<file path="config.mk">
export PLATFORM = sky130hd
export DESIGN_NAME = utf8_sentence_splitter_unit
export DESIGN_NICKNAME = d
export VERILOG_FILES = /design/src/rtl/u8ss_pkg.sv /design/src/rtl/u8ss_ram.sv /design/src/rtl/u8ss_ctrl.sv /design/src/rtl/u8ss_dp.sv /design/src/rtl/utf8_sentence_splitter_unit.sv
export VERILOG_INCLUDE_DIRS = /design/src /design/src/rtl
export SDC_FILE = /design/constraint.sdc
export NUM_CORES = 1
export LEC_CHECK = 0
export BUFFER_PORTS_ARGS = -buffer_cell sky130_fd_sc_hd__buf_2
export CORE_ASPECT_RATIO = 1.1
export CORE_MARGIN = 4
export CORE_UTILIZATION = 56
export DETAILED_ROUTE_END_ITERATION = 10
export PLACE_DENSITY = 0.76
export SYNTH_ARGS = -nofsm -noshare
export SYNTH_HDL_FRONTEND = slang
export SYNTH_SLANG_ARGS = --single-unit
</file>
<file path="constraint.sdc">
create_clock -name i_clk -period 2.7 [get_ports i_clk]
set_input_delay 0 -clock i_clk [delete_from_list [all_inputs] [get_ports i_clk]]
set_output_delay 0 -clock i_clk [all_outputs]
set_load 0.02 [all_outputs]
</file>
<file path="src/rtl/utf8_sentence_splitter_unit_macros.svh">
// Assertion macros for the UTF-8 sentence splitter.
// Used by the top level only; bodies vanish when SYNTHESIS is defined.
`ifndef UTF8_SENTENCE_SPLITTER_UNIT_MACROS_SVH
`define UTF8_SENTENCE_SPLITTER_UNIT_MACROS_SVH

`ifndef SYNTHESIS

// ante true at an edge -> cons true at the same edge
`define U8SS_ASSERT_IMP(lbl, ante, cons, msg) \
    lbl: assert property (@(posedge i_clk) disable iff (!i_rst_n) (ante) |-> (cons)) \
        else $error(msg);

// ante true at an edge -> cons true at the next edge
`define U8SS_ASSERT_NEXT(lbl, ante, cons, msg) \
    lbl: assert property (@(posedge i_clk) disable iff (!i_rst_n) (ante) |=> (cons)) \
        else $error(msg);

`else

`define U8SS_ASSERT_IMP(lbl, ante, cons, msg)
`define U8SS_ASSERT_NEXT(lbl, ante, cons, msg)

`endif

`endif

</file>
<file path="src/rtl/u8ss_pkg.sv">
// Shared types and constants of the UTF-8 sentence splitter.
// No dependencies.
package u8ss_pkg;

    typedef struct packed {
        logic [7:0] in_byte;
        logic       text_end;
    } t_in;

    typedef struct packed {
        logic [7:0] out_byte;
        logic       byte_valid;
        logic       sentence_end;
        logic       blank_overflow;
        logic       last_of_item;
    } t_out;

    // what the sequencer would face next
    typedef struct packed {
        logic have_char;
        logic cnt_zero;
        logic blank_act;
        logic full;
        logic bare_act;
    } t_view;

    typedef struct packed {
        t_view now;
        t_view after_char;
        logic  out_free;
        logic  started;
        logic  cnt_one;
    } t_sts;

    typedef struct packed {
        logic accept;
        logic rd_head;
        logic emit_blank;
        logic emit_char;
        logic emit_ovf;
        logic push;
        logic emit_bare;
        logic clear_bare;
    } t_cmd;

    typedef logic [2:0] t_match;

    localparam t_match MS_NONE = 3'd0;
    localparam t_match MS_E3   = 3'd1;
    localparam t_match MS_E380 = 3'd2;
    localparam t_match MS_EF   = 3'd3;
    localparam t_match MS_EFBC = 3'd4;

    localparam logic [7:0] CH_DOT   = 8'h2E;
    localparam logic [7:0] CH_BANG  = 8'h21;
    localparam logic [7:0] CH_QUEST = 8'h3F;
    localparam logic [7:0] CH_LF    = 8'h0A;
    localparam logic [7:0] CH_SP    = 8'h20;
    localparam logic [7:0] CH_TAB   = 8'h09;
    localparam logic [7:0] CH_CR    = 8'h0D;
    localparam logic [7:0] LEAD_E3  = 8'hE3;
    localparam logic [7:0] MID_80   = 8'h80;
    localparam logic [7:0] FIN_82   = 8'h82;
    localparam logic [7:0] LEAD_EF  = 8'hEF;
    localparam logic [7:0] MID_BC   = 8'hBC;
    localparam logic [7:0] FIN_81   = 8'h81;
    localparam logic [7:0] FIN_9F   = 8'h9F;

endpackage

</file>
<file path="src/rtl/u8ss_ram.sv">
// Generic simple dual-port RAM, one write and one registered read port.
// No dependencies.
module u8ss_ram #(
    parameter int WIDTH = 8,
    parameter int DEPTH = 16
) (
    input  logic                                   i_clk,
    input  logic                                   i_wr_en,
    input  logic [((DEPTH > 1) ? $clog2(DEPTH) : 1)-1:0] i_wr_addr,
    input  logic [WIDTH-1:0]                       i_wr_data,
    input  logic                                   i_rd_en,
    input  logic [((DEPTH > 1) ? $clog2(DEPTH) : 1)-1:0] i_rd_addr,
    output logic [WIDTH-1:0]                       o_rd_data
);

    logic [WIDTH-1:0] r_mem [DEPTH];
    logic [WIDTH-1:0] r_q;

    always_ff @(posedge i_clk) begin
        if (i_wr_en) begin
            r_mem[i_wr_addr] <= i_wr_data;
        end
        if (i_rd_en) begin
            r_q <= r_mem[i_rd_addr];
        end
    end

    assign o_rd_data = r_q;

endmodule

</file>
<file path="src/rtl/u8ss_ctrl.sv">
// Sequencer of the sentence splitter: walks the plan of one input byte.
// Depends on u8ss_pkg.
module u8ss_ctrl
    import u8ss_pkg::*;
(
    input  logic i_clk,
    input  logic i_rst_n,
    input  logic i_in_valid,
    output logic o_in_ready,
    input  t_sts i_sts,
    output t_cmd o_cmd
);

    localparam logic [3:0] S_IDLE = 4'd0;
    localparam logic [3:0] S_DISP = 4'd1;
    localparam logic [3:0] S_DRD  = 4'd2;
    localparam logic [3:0] S_DOUT = 4'd3;
    localparam logic [3:0] S_COUT = 4'd4;
    localparam logic [3:0] S_ORD  = 4'd5;
    localparam logic [3:0] S_OOUT = 4'd6;
    localparam logic [3:0] S_PUSH = 4'd7;
    localparam logic [3:0] S_BARE = 4'd8;

    logic [3:0] r_state;
    logic [3:0] n_state;

    // order: planned chars (each after queued blanks), blank, end marker
    function automatic logic [3:0] f_dispatch(input t_view v);
        logic [3:0] s;
        if (v.have_char) begin
            s = v.cnt_zero ? S_COUT : S_DRD;
        end else if (v.blank_act) begin
            s = v.full ? S_ORD : S_PUSH;
        end else if (v.bare_act) begin
            s = S_BARE;
        end else begin
            s = S_IDLE;
        end
        return s;
    endfunction

    always_comb begin
        n_state = r_state;
        o_cmd   = '0;
        case (r_state)
            S_IDLE: begin
                if (i_in_valid) begin
                    o_cmd.accept = 1'b1;
                    n_state      = S_DISP;
                end
            end
            S_DISP: begin
                n_state = f_dispatch(i_sts.now);
            end
            S_DRD: begin
                o_cmd.rd_head = 1'b1;
                n_state       = S_DOUT;
            end
            S_DOUT: begin
                if (i_sts.out_free) begin
                    o_cmd.emit_blank = 1'b1;
                    n_state          = i_sts.cnt_one ? S_COUT : S_DRD;
                end
            end
            S_COUT: begin
                if (i_sts.out_free) begin
                    o_cmd.emit_char = 1'b1;
                    n_state         = f_dispatch(i_sts.after_char);
                end
            end
            S_ORD: begin
                o_cmd.rd_head = 1'b1;
                n_state       = S_OOUT;
            end
            S_OOUT: begin
                if (i_sts.out_free) begin
                    o_cmd.emit_ovf = 1'b1;
                    n_state        = S_PUSH;
                end
            end
            S_PUSH: begin
                o_cmd.push = 1'b1;
                n_state    = i_sts.now.bare_act ? S_BARE : S_IDLE;
            end
            S_BARE: begin
                if (i_sts.started) begin
                    if (i_sts.out_free) begin
                        o_cmd.emit_bare = 1'b1;
                        n_state         = S_IDLE;
                    end
                end else begin
                    o_cmd.clear_bare = 1'b1;
                    n_state          = S_IDLE;
                end
            end
            default: begin
                n_state = S_IDLE;
            end
        endcase
    end

    always_ff @(posedge i_clk) begin
        if (!i_rst_n) begin
            r_state <= S_IDLE;
        end else begin
            r_state <= n_state;
        end
    end

    assign o_in_ready = (r_state == S_IDLE);

endmodule

</file>
<file path="src/rtl/u8ss_dp.sv">
// Datapath of the sentence splitter: byte plan, blank queue, output register.
// Depends on u8ss_pkg and u8ss_ram.
module u8ss_dp
    import u8ss_pkg::*;
#(
    parameter int MAX_PENDING_BLANKS = 16
) (
    input  logic i_clk,
    input  logic i_rst_n,
    input  t_in  i_in,
    input  t_cmd i_cmd,
    output t_sts o_sts,
    output logic o_out_valid,
    input  logic i_out_ready,
    output t_out o_out
);

    localparam int IDX_W = (MAX_PENDING_BLANKS > 1) ? $clog2(MAX_PENDING_BLANKS) : 1;
    localparam int CNT_W = $clog2(MAX_PENDING_BLANKS + 1);
    localparam logic [IDX_W-1:0] LAST_IDX = IDX_W'(MAX_PENDING_BLANKS - 1);
    localparam logic [CNT_W-1:0] FULL_CNT = CNT_W'(MAX_PENDING_BLANKS);

    // plan of the current byte
    t_match     r_match;
    logic [7:0] r_pb [4];
    logic [3:0] r_pe;
    logic [1:0] r_pn;
    logic [1:0] r_k;
    logic       r_do_blank;
    logic       r_do_bare;
    logic [7:0] r_blank;
    logic       r_started;

    logic [IDX_W-1:0] r_head;
    logic [IDX_W-1:0] r_tail;
    logic [CNT_W-1:0] r_count;

    logic r_out_valid;
    t_out r_out;
    t_out n_out;

    // decoded plan
    logic [7:0] pb [4];
    logic [3:0] pe;
    logic [1:0] pn;
    t_match     nst;
    logic       dblank;
    logic       dbare;
    logic       is_done;
    logic       is_cont;
    logic [7:0] b;

    logic [7:0]       ram_q;
    logic [IDX_W-1:0] head_inc;
    logic [IDX_W-1:0] tail_inc;
    logic             out_free;
    logic             last_char;
    logic             load;

    always_comb begin
        b       = i_in.in_byte;
        pb      = '{default: 8'h00};
        pe      = '0;
        pn      = 2'd0;
        nst     = MS_NONE;
        dblank  = 1'b0;
        dbare   = 1'b0;
        is_done = ((r_match == MS_E380) && (b == FIN_82)) ||
                  ((r_match == MS_EFBC) && ((b == FIN_81) || (b == FIN_9F)));
        is_cont = ((r_match == MS_E3) && (b == MID_80)) ||
                  ((r_match == MS_EF) && (b == MID_BC));
        if (is_done) begin
            pb[0] = (r_match == MS_E380) ? LEAD_E3 : LEAD_EF;
            pb[1] = (r_match == MS_E380) ? MID_80 : MID_BC;
            pb[2] = b;
            pe[2] = 1'b1;
            pn    = 2'd3;
        end else if (is_cont) begin
            nst = (r_match == MS_E3) ? MS_E380 : MS_EFBC;
        end else begin
            // broken lookahead: held bytes go out as plain text
            case (r_match)
                MS_E3: begin
                    pb[0] = LEAD_E3;
                    pn    = 2'd1;
                end
                MS_E380: begin
                    pb[0] = LEAD_E3;
                    pb[1] = MID_80;
                    pn    = 2'd2;
                end
                MS_EF: begin
                    pb[0] = LEAD_EF;
                    pn    = 2'd1;
                end
                MS_EFBC: begin
                    pb[0] = LEAD_EF;
                    pb[1] = MID_BC;
                    pn    = 2'd2;
                end
                default: begin
                end
            endcase
            if (b inside {CH_DOT, CH_BANG, CH_QUEST}) begin
                pb[pn] = b;
                pe[pn] = 1'b1;
                pn     = pn + 2'd1;
            end else if (b == CH_LF) begin
                dbare = 1'b1;
            end else if (b == LEAD_E3) begin
                nst = MS_E3;
            end else if (b == LEAD_EF) begin
                nst = MS_EF;
            end else if (b inside {CH_SP, CH_TAB, CH_CR}) begin
                dblank = 1'b1;
            end else begin
                pb[pn] = b;
                pn     = pn + 2'd1;
            end
        end
        if (i_in.text_end) begin
            case (nst)
                MS_E3: begin
                    pb[pn] = LEAD_E3;
                    pn     = pn + 2'd1;
                end
                MS_EF: begin
                    pb[pn] = LEAD_EF;
                    pn     = pn + 2'd1;
                end
                // two held bytes only come from a continuation, plan is empty
                MS_E380: begin
                    pb[0] = LEAD_E3;
                    pb[1] = MID_80;
                    pn    = 2'd2;
                end
                MS_EFBC: begin
                    pb[0] = LEAD_EF;
                    pb[1] = MID_BC;
                    pn    = 2'd2;
                end
                default: begin
                end
            endcase
            nst   = MS_NONE;
            dbare = 1'b1;
        end
    end

    assign head_inc = (r_head == LAST_IDX) ? '0 : r_head + IDX_W'(1);
    assign tail_inc = (r_tail == LAST_IDX) ? '0 : r_tail + IDX_W'(1);
    assign out_free = !r_out_valid || i_out_ready;

    assign last_char = (r_k == (r_pn - 2'd1)) && !(r_do_bare && !r_pe[r_k]);

    always_comb begin
        n_out = r_out;
        load  = 1'b0;
        if (i_cmd.emit_char) begin
            n_out = '{out_byte: r_pb[r_k], byte_valid: 1'b1, sentence_end: r_pe[r_k],
                      blank_overflow: 1'b0, last_of_item: last_char};
            load  = 1'b1;
        end else if (i_cmd.emit_blank) begin
            n_out = '{out_byte: ram_q, byte_valid: 1'b1, sentence_end: 1'b0,
                      blank_overflow: 1'b0, last_of_item: 1'b0};
            load  = 1'b1;
        end else if (i_cmd.emit_ovf) begin
            n_out = '{out_byte: ram_q, byte_valid: 1'b1, sentence_end: 1'b0,
                      blank_overflow: 1'b1, last_of_item: !r_do_bare};
            load  = 1'b1;
        end else if (i_cmd.emit_bare) begin
            n_out = '{out_byte: 8'h00, byte_valid: 1'b0, sentence_end: 1'b1,
                      blank_overflow: 1'b0, last_of_item: 1'b1};
            load  = 1'b1;
        end
    end

    always_ff @(posedge i_clk) begin
        if (!i_rst_n) begin
            r_match     <= MS_NONE;
            r_pn        <= 2'd0;
            r_k         <= 2'd0;
            r_do_blank  <= 1'b0;
            r_do_bare   <= 1'b0;
            r_started   <= 1'b0;
            r_head      <= '0;
            r_tail      <= '0;
            r_count     <= '0;
            r_out_valid <= 1'b0;
        end else begin
            if (i_cmd.accept) begin
                r_match    <= nst;
                r_pn       <= pn;
                r_k        <= 2'd0;
                r_do_blank <= dblank;
                r_do_bare  <= dbare;
            end
            if (i_cmd.emit_char) begin
                r_k       <= r_k + 2'd1;
                r_started <= !r_pe[r_k];
            end
            if (i_cmd.emit_blank || i_cmd.emit_ovf) begin
                r_head  <= head_inc;
                r_count <= r_count - CNT_W'(1);
            end
            if (i_cmd.push) begin
                r_tail     <= tail_inc;
                r_count    <= r_count + CNT_W'(1);
                r_do_blank <= 1'b0;
            end
            if (i_cmd.emit_bare || i_cmd.clear_bare) begin
                r_started <= 1'b0;
                r_head    <= '0;
                r_tail    <= '0;
                r_count   <= '0;
                r_do_bare <= 1'b0;
            end
            if (load) begin
                r_out_valid <= 1'b1;
            end else if (i_out_ready) begin
                r_out_valid <= 1'b0;
            end
        end
    end

    always_ff @(posedge i_clk) begin
        if (i_cmd.accept) begin
            r_pb    <= pb;
            r_pe    <= pe;
            r_blank <= b;
        end
        if (load) begin
            r_out <= n_out;
        end
    end

    u8ss_ram #(
        .WIDTH (8),
        .DEPTH (MAX_PENDING_BLANKS)
    ) u_blank_ram (
        .i_clk     (i_clk),
        .i_wr_en   (i_cmd.push),
        .i_wr_addr (r_tail),
        .i_wr_data (r_blank),
        .i_rd_en   (i_cmd.rd_head),
        .i_rd_addr (r_head),
        .o_rd_data (ram_q)
    );

    always_comb begin
        o_sts.now.have_char        = (r_k != r_pn);
        o_sts.now.cnt_zero         = (r_count == '0);
        o_sts.now.blank_act        = r_do_blank && r_started;
        o_sts.now.full             = (r_count == FULL_CNT);
        o_sts.now.bare_act         = r_do_bare;
        // a char empties the queue and sets started from its end flag
        o_sts.after_char.have_char = (r_k != (r_pn - 2'd1));
        o_sts.after_char.cnt_zero  = 1'b1;
        o_sts.after_char.blank_act = r_do_blank && !r_pe[r_k];
        o_sts.after_char.full      = 1'b0;
        o_sts.after_char.bare_act  = r_do_bare;
        o_sts.out_free             = out_free;
        o_sts.started              = r_started;
        o_sts.cnt_one              = (r_count == CNT_W'(1));
    end

    assign o_out_valid = r_out_valid;
    assign o_out       = r_out;

endmodule

</file>
<file path="src/rtl/utf8_sentence_splitter_unit.sv">
// Top level of the UTF-8 sentence splitter: sequencer plus datapath.
// Depends on u8ss_pkg, u8ss_ctrl, u8ss_dp, u8ss_ram and the macro header.
// Per accepted byte the sequencer drains queued blanks ahead of each planned char, emits
// the chars, queues a blank (an overflowed blank goes out first when the queue is full)
// and emits an end marker if the sentence closes; input is ready only in the idle state.
// Output stalls hold the sequencer. Sync active-low reset clears control; blank RAM is not.
`include "utf8_sentence_splitter_unit_macros.svh"

module utf8_sentence_splitter_unit
    import u8ss_pkg::*;
#(
    parameter int MAX_PENDING_BLANKS = 16
) (
    input  logic i_clk,
    input  logic i_rst_n,
    input  logic i_valid,
    output logic o_ready,
    input  t_in  i_data,
    output logic o_valid,
    input  logic i_ready,
    output t_out o_data
);

    t_cmd       s_cmd;
    t_sts       s_sts;
    logic [3:0] s_loads;
    logic       s_load;

    u8ss_ctrl u_ctrl (
        .i_clk      (i_clk),
        .i_rst_n    (i_rst_n),
        .i_in_valid (i_valid),
        .o_in_ready (o_ready),
        .i_sts      (s_sts),
        .o_cmd      (s_cmd)
    );

    u8ss_dp #(
        .MAX_PENDING_BLANKS (MAX_PENDING_BLANKS)
    ) u_dp (
        .i_clk       (i_clk),
        .i_rst_n     (i_rst_n),
        .i_in        (i_data),
        .i_cmd       (s_cmd),
        .o_sts       (s_sts),
        .o_out_valid (o_valid),
        .i_out_ready (i_ready),
        .o_out       (o_data)
    );

    assign s_loads = {s_cmd.emit_char, s_cmd.emit_blank, s_cmd.emit_ovf, s_cmd.emit_bare};
    assign s_load  = |s_loads;

    // a beat is loaded only into a free output register
    `U8SS_ASSERT_IMP(a_load_free, s_load, s_sts.out_free, "output beat overwritten")
    `U8SS_ASSERT_IMP(a_one_load, 1'b1, $onehot0(s_loads), "two output loads at once")
    `U8SS_ASSERT_IMP(a_push_room, s_cmd.push, !s_sts.now.full, "push into full blank queue")
    `U8SS_ASSERT_NEXT(a_ovf_push, s_cmd.emit_ovf, s_cmd.push, "overflow pop not followed by push")

endmodule

</file>
==> impl_metrics.py <==
metrics = {
    "outcome": {
        "run_status": "completed",
    },
    "finish": {
        "area_delta_synth_final_pct": 13.74,
        "most_frequent_cells_in_the_layout": "192 x edfxtp_1, 65 x nand2_1, 52 x nor2_1, 49 x mux4_2, 37 x buf_4",
        "n_fill_cell": 1226,
        "antenna_diodes": 0,
        "sequential_cell_area_um2": 6329,
        "layout.nets": 779,
        "layout.cells.most_common": "edfxtp_1",
        "multi_input_combinational_cell_area_um2": 3403,
        "layout-drive-gt1-share": 0.2258,
    },
    "clock_network": {
        "tritoncts": "yes",
        "clk-insertion-delay-late_ns": 0.51,
        "cts-buffers-inserted": 23,
        "cts.sinks": 220,
        "ctsRootBufferMaster": "clkbuf_16",
        "cts-root-to-sink-buffers": 3,
        "cts.htree.levels": 1,
        "path_clk_slew_ns": 0.06,
    },
    "placed_design": {
        "dpl.hpwl_mm": 14.77,
        "count_of_input_and_output_buffers": 26,
        "preCtsSetupSlack_ns": 0.07628,
        "place.gp.congestion": 0.9258,
    },
    "die": {
        "std_cell_rows": 50,
        "die_area_um2": 19990,
        "floorplan.initialDensity": 0.5771,
        "core_um2": 17270,
        "die_width_um": 135.2,
        "boundaryPins": 27,
        "die_h_um": 147.9,
    },
    "grt": {
        "grt_overflow_total": 0,
        "grt_first_pass_wirelength_mm": 34.69,
        "grt_usage": 0.2237,
        "grt_max_degree": 38,
        "first_global_vias": 6107,
        "antenna_violations_before_repair": 0,
    },
    "logic_synthesis": {
        "share_of_flip_flops_with_an_asynchronous_set_or_reset_after_synthesis": 0,
        "yosys.area_share.adder": 0.02135,
        "largest_family_of_logic_cells_by_synthesized_area": "multiplexers",
        "synth_top_flop_cell": "edfxtp_1",
        "post_synth_and_or_nand_nor_area_fraction": 0.1151,
        "synth_largest_type_area_fraction": 0.5786,
        "yosysWarningCount": 0,
        "synth_edf_count": 192,
        "synth-xor-area-share": 0.01143,
        "synth.yosys.seq_area_share": 0.6349,
        "synth.ff_latch_count": 220,
        "postSynthNetCount": 721,
        "synth.area.top_cells": "edfxtp_1 58%, mux4_2 11%, dfxtp_1 5.6%",
        "syn_area_um2": 9965,
        "synth_compound_gate_area_share": 0.07509,
        "synth_area_leader_cell": "edfxtp_1",
        "synth.avg_cell_area_um2": 14.42,
        "synthesis.instances": 691,
        "netlist-cell-type-count": 70,
        "synth.mux.area_fraction": 0.1168,
    },
    "power_and_ir_drop": {
        "irDropWorstVdd_uv": 619.2,
        "power.leakage_nw": 3.914,
        "power.density_cell_area_nw_per_um2": 629.1,
    },
    "detailed_routing": {
        "routed_wirelength_mm": 21.95,
        "post_drt_wl_per_cell_um": 21.95,
        "drt_first_pass_iters": 5,
        "via_total_after_detailed_routing": 6169,
        "post_drt_via_cell_ratio": 6.169,
        "detailedRoute.firstIterationViolations": 473,
        "detail_route.drc_violations": 0,
        "antenna_left": 0,
    },
    "timing": {
        "portion_of_the_clock_cycle_consumed_by_the_worst_path_in_the_final_layout": 0.9622,
        "holdWs_ns": 0.04660,
        "max_clock_freq_mhz": 384.9,
        "slew_viol_final": 0,
        "fin_ws_ns": 0.1021,
        "final.setup.tns_ns": 0,
        "finClkSkew_ns": 0.01529,
        "finalWorstPathRequiredPeriod_ns": 2.598,
        "worst_slew_pin_slew_ns": 0.7347,
        "rsz0062_at_grt": "false",
        "setup_viol": 0,
        "final-hold-violation-count": 0,
        "worst_slew_margin_rel": 0.5095,
    },
    "critical_path": {
        "critPathKind": "input port to flop",
        "cp.arrival_ns": 2.85,
        "worst_ep_required_time_ns": 2.95,
        "critical_path.max_fanout": 16,
        "timing.critical_path.from_type": "input port",
        "critical_path.endpoint_type": "flop",
    },
    "job": {
        "max_cap_viol_count": 0,
    },
    "worst_hold_path": {
        "timing.hold.worst.class": "input port to flop",
    },
}
==> logic make-up after synthesis <==
logic type	Yosys count
AO/OA/AOI/OAI	111
adder cells (fa/ha/maj)	17
multiplexers	55
buffers and inverters	56
AND/OR/NAND/NOR	219
flip-flops	220
XOR/XNOR	13
==> metal layers <==
metal	track usage	up-vias	routed length, um
li1	-	2780	-
met1	0.3011	3101	8626
met2	0.3710	240	11010
met3	0.03982	48	1402
met4	0.07762	0	911
met5	0	-	0
==> power breakdown <==
group / leakage (nW) / total [mW] / switching, mW / internal, mW
Clock: 0.350 / 2.92 / 1.23 / 1.69
Sequential: 2.01 / 3.89 / 0.0872 / 3.80
Combinational: 1.56 / 0.318 / 0.195 / 0.123
Total: 3.91 / 7.13 / 1.51 / 5.62
==> worst paths after layout <==
path                                      start              end  slack (ns)  cells after the start
worst max-delay path                  i_data[1]    u_dp.r_pb[20]        0.10                     10
worst min-delay path                  i_data[0]  u_dp.r_match[2]        0.05                      3
worst max register to register  u_dp.r_match[1]    u_dp.r_pb[23]        0.14                     10
worst min register to register  u_dp.r_match[2]  u_dp.r_match[2]        0.50                      2
==> flip-flops by register name (all words and copies together) (netlist names) <==
| register | count |
|---|---|
| u_ctrl.r_state | 4 |
| u_dp.o_out | 12 |
| u_dp.o_out_valid | 1 |
| u_dp.r_blank | 8 |
| u_dp.r_count | 5 |
| u_dp.r_do_bare | 1 |
| u_dp.r_do_blank | 1 |
| u_dp.r_head | 4 |
| u_dp.r_k | 2 |
| u_dp.r_match | 3 |
| u_dp.r_pb | 32 |
| u_dp.r_pe | 4 |
| u_dp.r_pn | 2 |
| u_dp.r_started | 1 |
| u_dp.r_tail | 4 |
| u_dp.u_blank_ram.o_rd_data | 8 |
| u_dp.u_blank_ram.r_mem | 128 |
==> worst max-delay path, cell delays in order <==
cell and delay [ns]:
dlygate4sd3_1 0.54, buf_2 0.23, and4b_1 0.28, and4_4 0.24, o311a_1 0.37, a311oi_4 0.36, ha_1 0.24, and2_1 0.16
o21ai_0 0.13, a32o_1 0.30
==> timing repair <==
action,in CTS,in global routing
hold endpoints to repair,22,0
resized for setup,0,6
setup buffers,0,0
setup endpoints to repair,0,13
hold buffers,10,0
==> final cells by class <==
class | count | area share
inverters | 14 | 0.004968
clock buffers | 29 | 0.05365
flip-flops and latches | 220 | 0.5584
clock inverters | 13 | 0.008280
well taps | 234 | 0.02583
repair buffers | 75 | 0.04858
multi-input cells | 415 | 0.3003
==> Yosys cell counts, types with 4 or more instances <==
master,number
and2_1,8
mux2i_1,6
mux4_2,49
nor3b_1,5
o21a_1,7
dfxtp_1,28
a21oi_1,27
a22o_1,8
or3_1,7
nand2b_1,7
nand4_1,6
ha_1,17
nand2_1,65
a31oi_1,4
buf_2,16
nor3_1,16
and3_1,7
clkbuf_1,20
o21ai_0,19
nor2b_1,5
edfxtp_1,192
a211oi_1,6
xor2_1,7
nand3_1,10
nor2_1,53
inv_1,13
a21o_1,4
xnor2_1,6
o21ai_1,9
nor4_1,4
==> metrics by stage <==
stage / power [mW] / utilization / instance area, um^2 / std cells
2_1_floorplan: 4.134 / - / 9968 / 691
3_3_place_gp: 4.253 / 0.6087 / 10510 / 948
3_5_place_dp: 4.266 / 0.6087 / 10510 / 948
4_1_cts: 7.179 / 0.6551 / 11310 / 1000
5_1_grt: 7.382 / 0.6564 / 11330 / 1000
6_report: 7.130 / 0.6564 / 11330 / 1000
No activity file was read; power rests on OpenSTA's default activity.
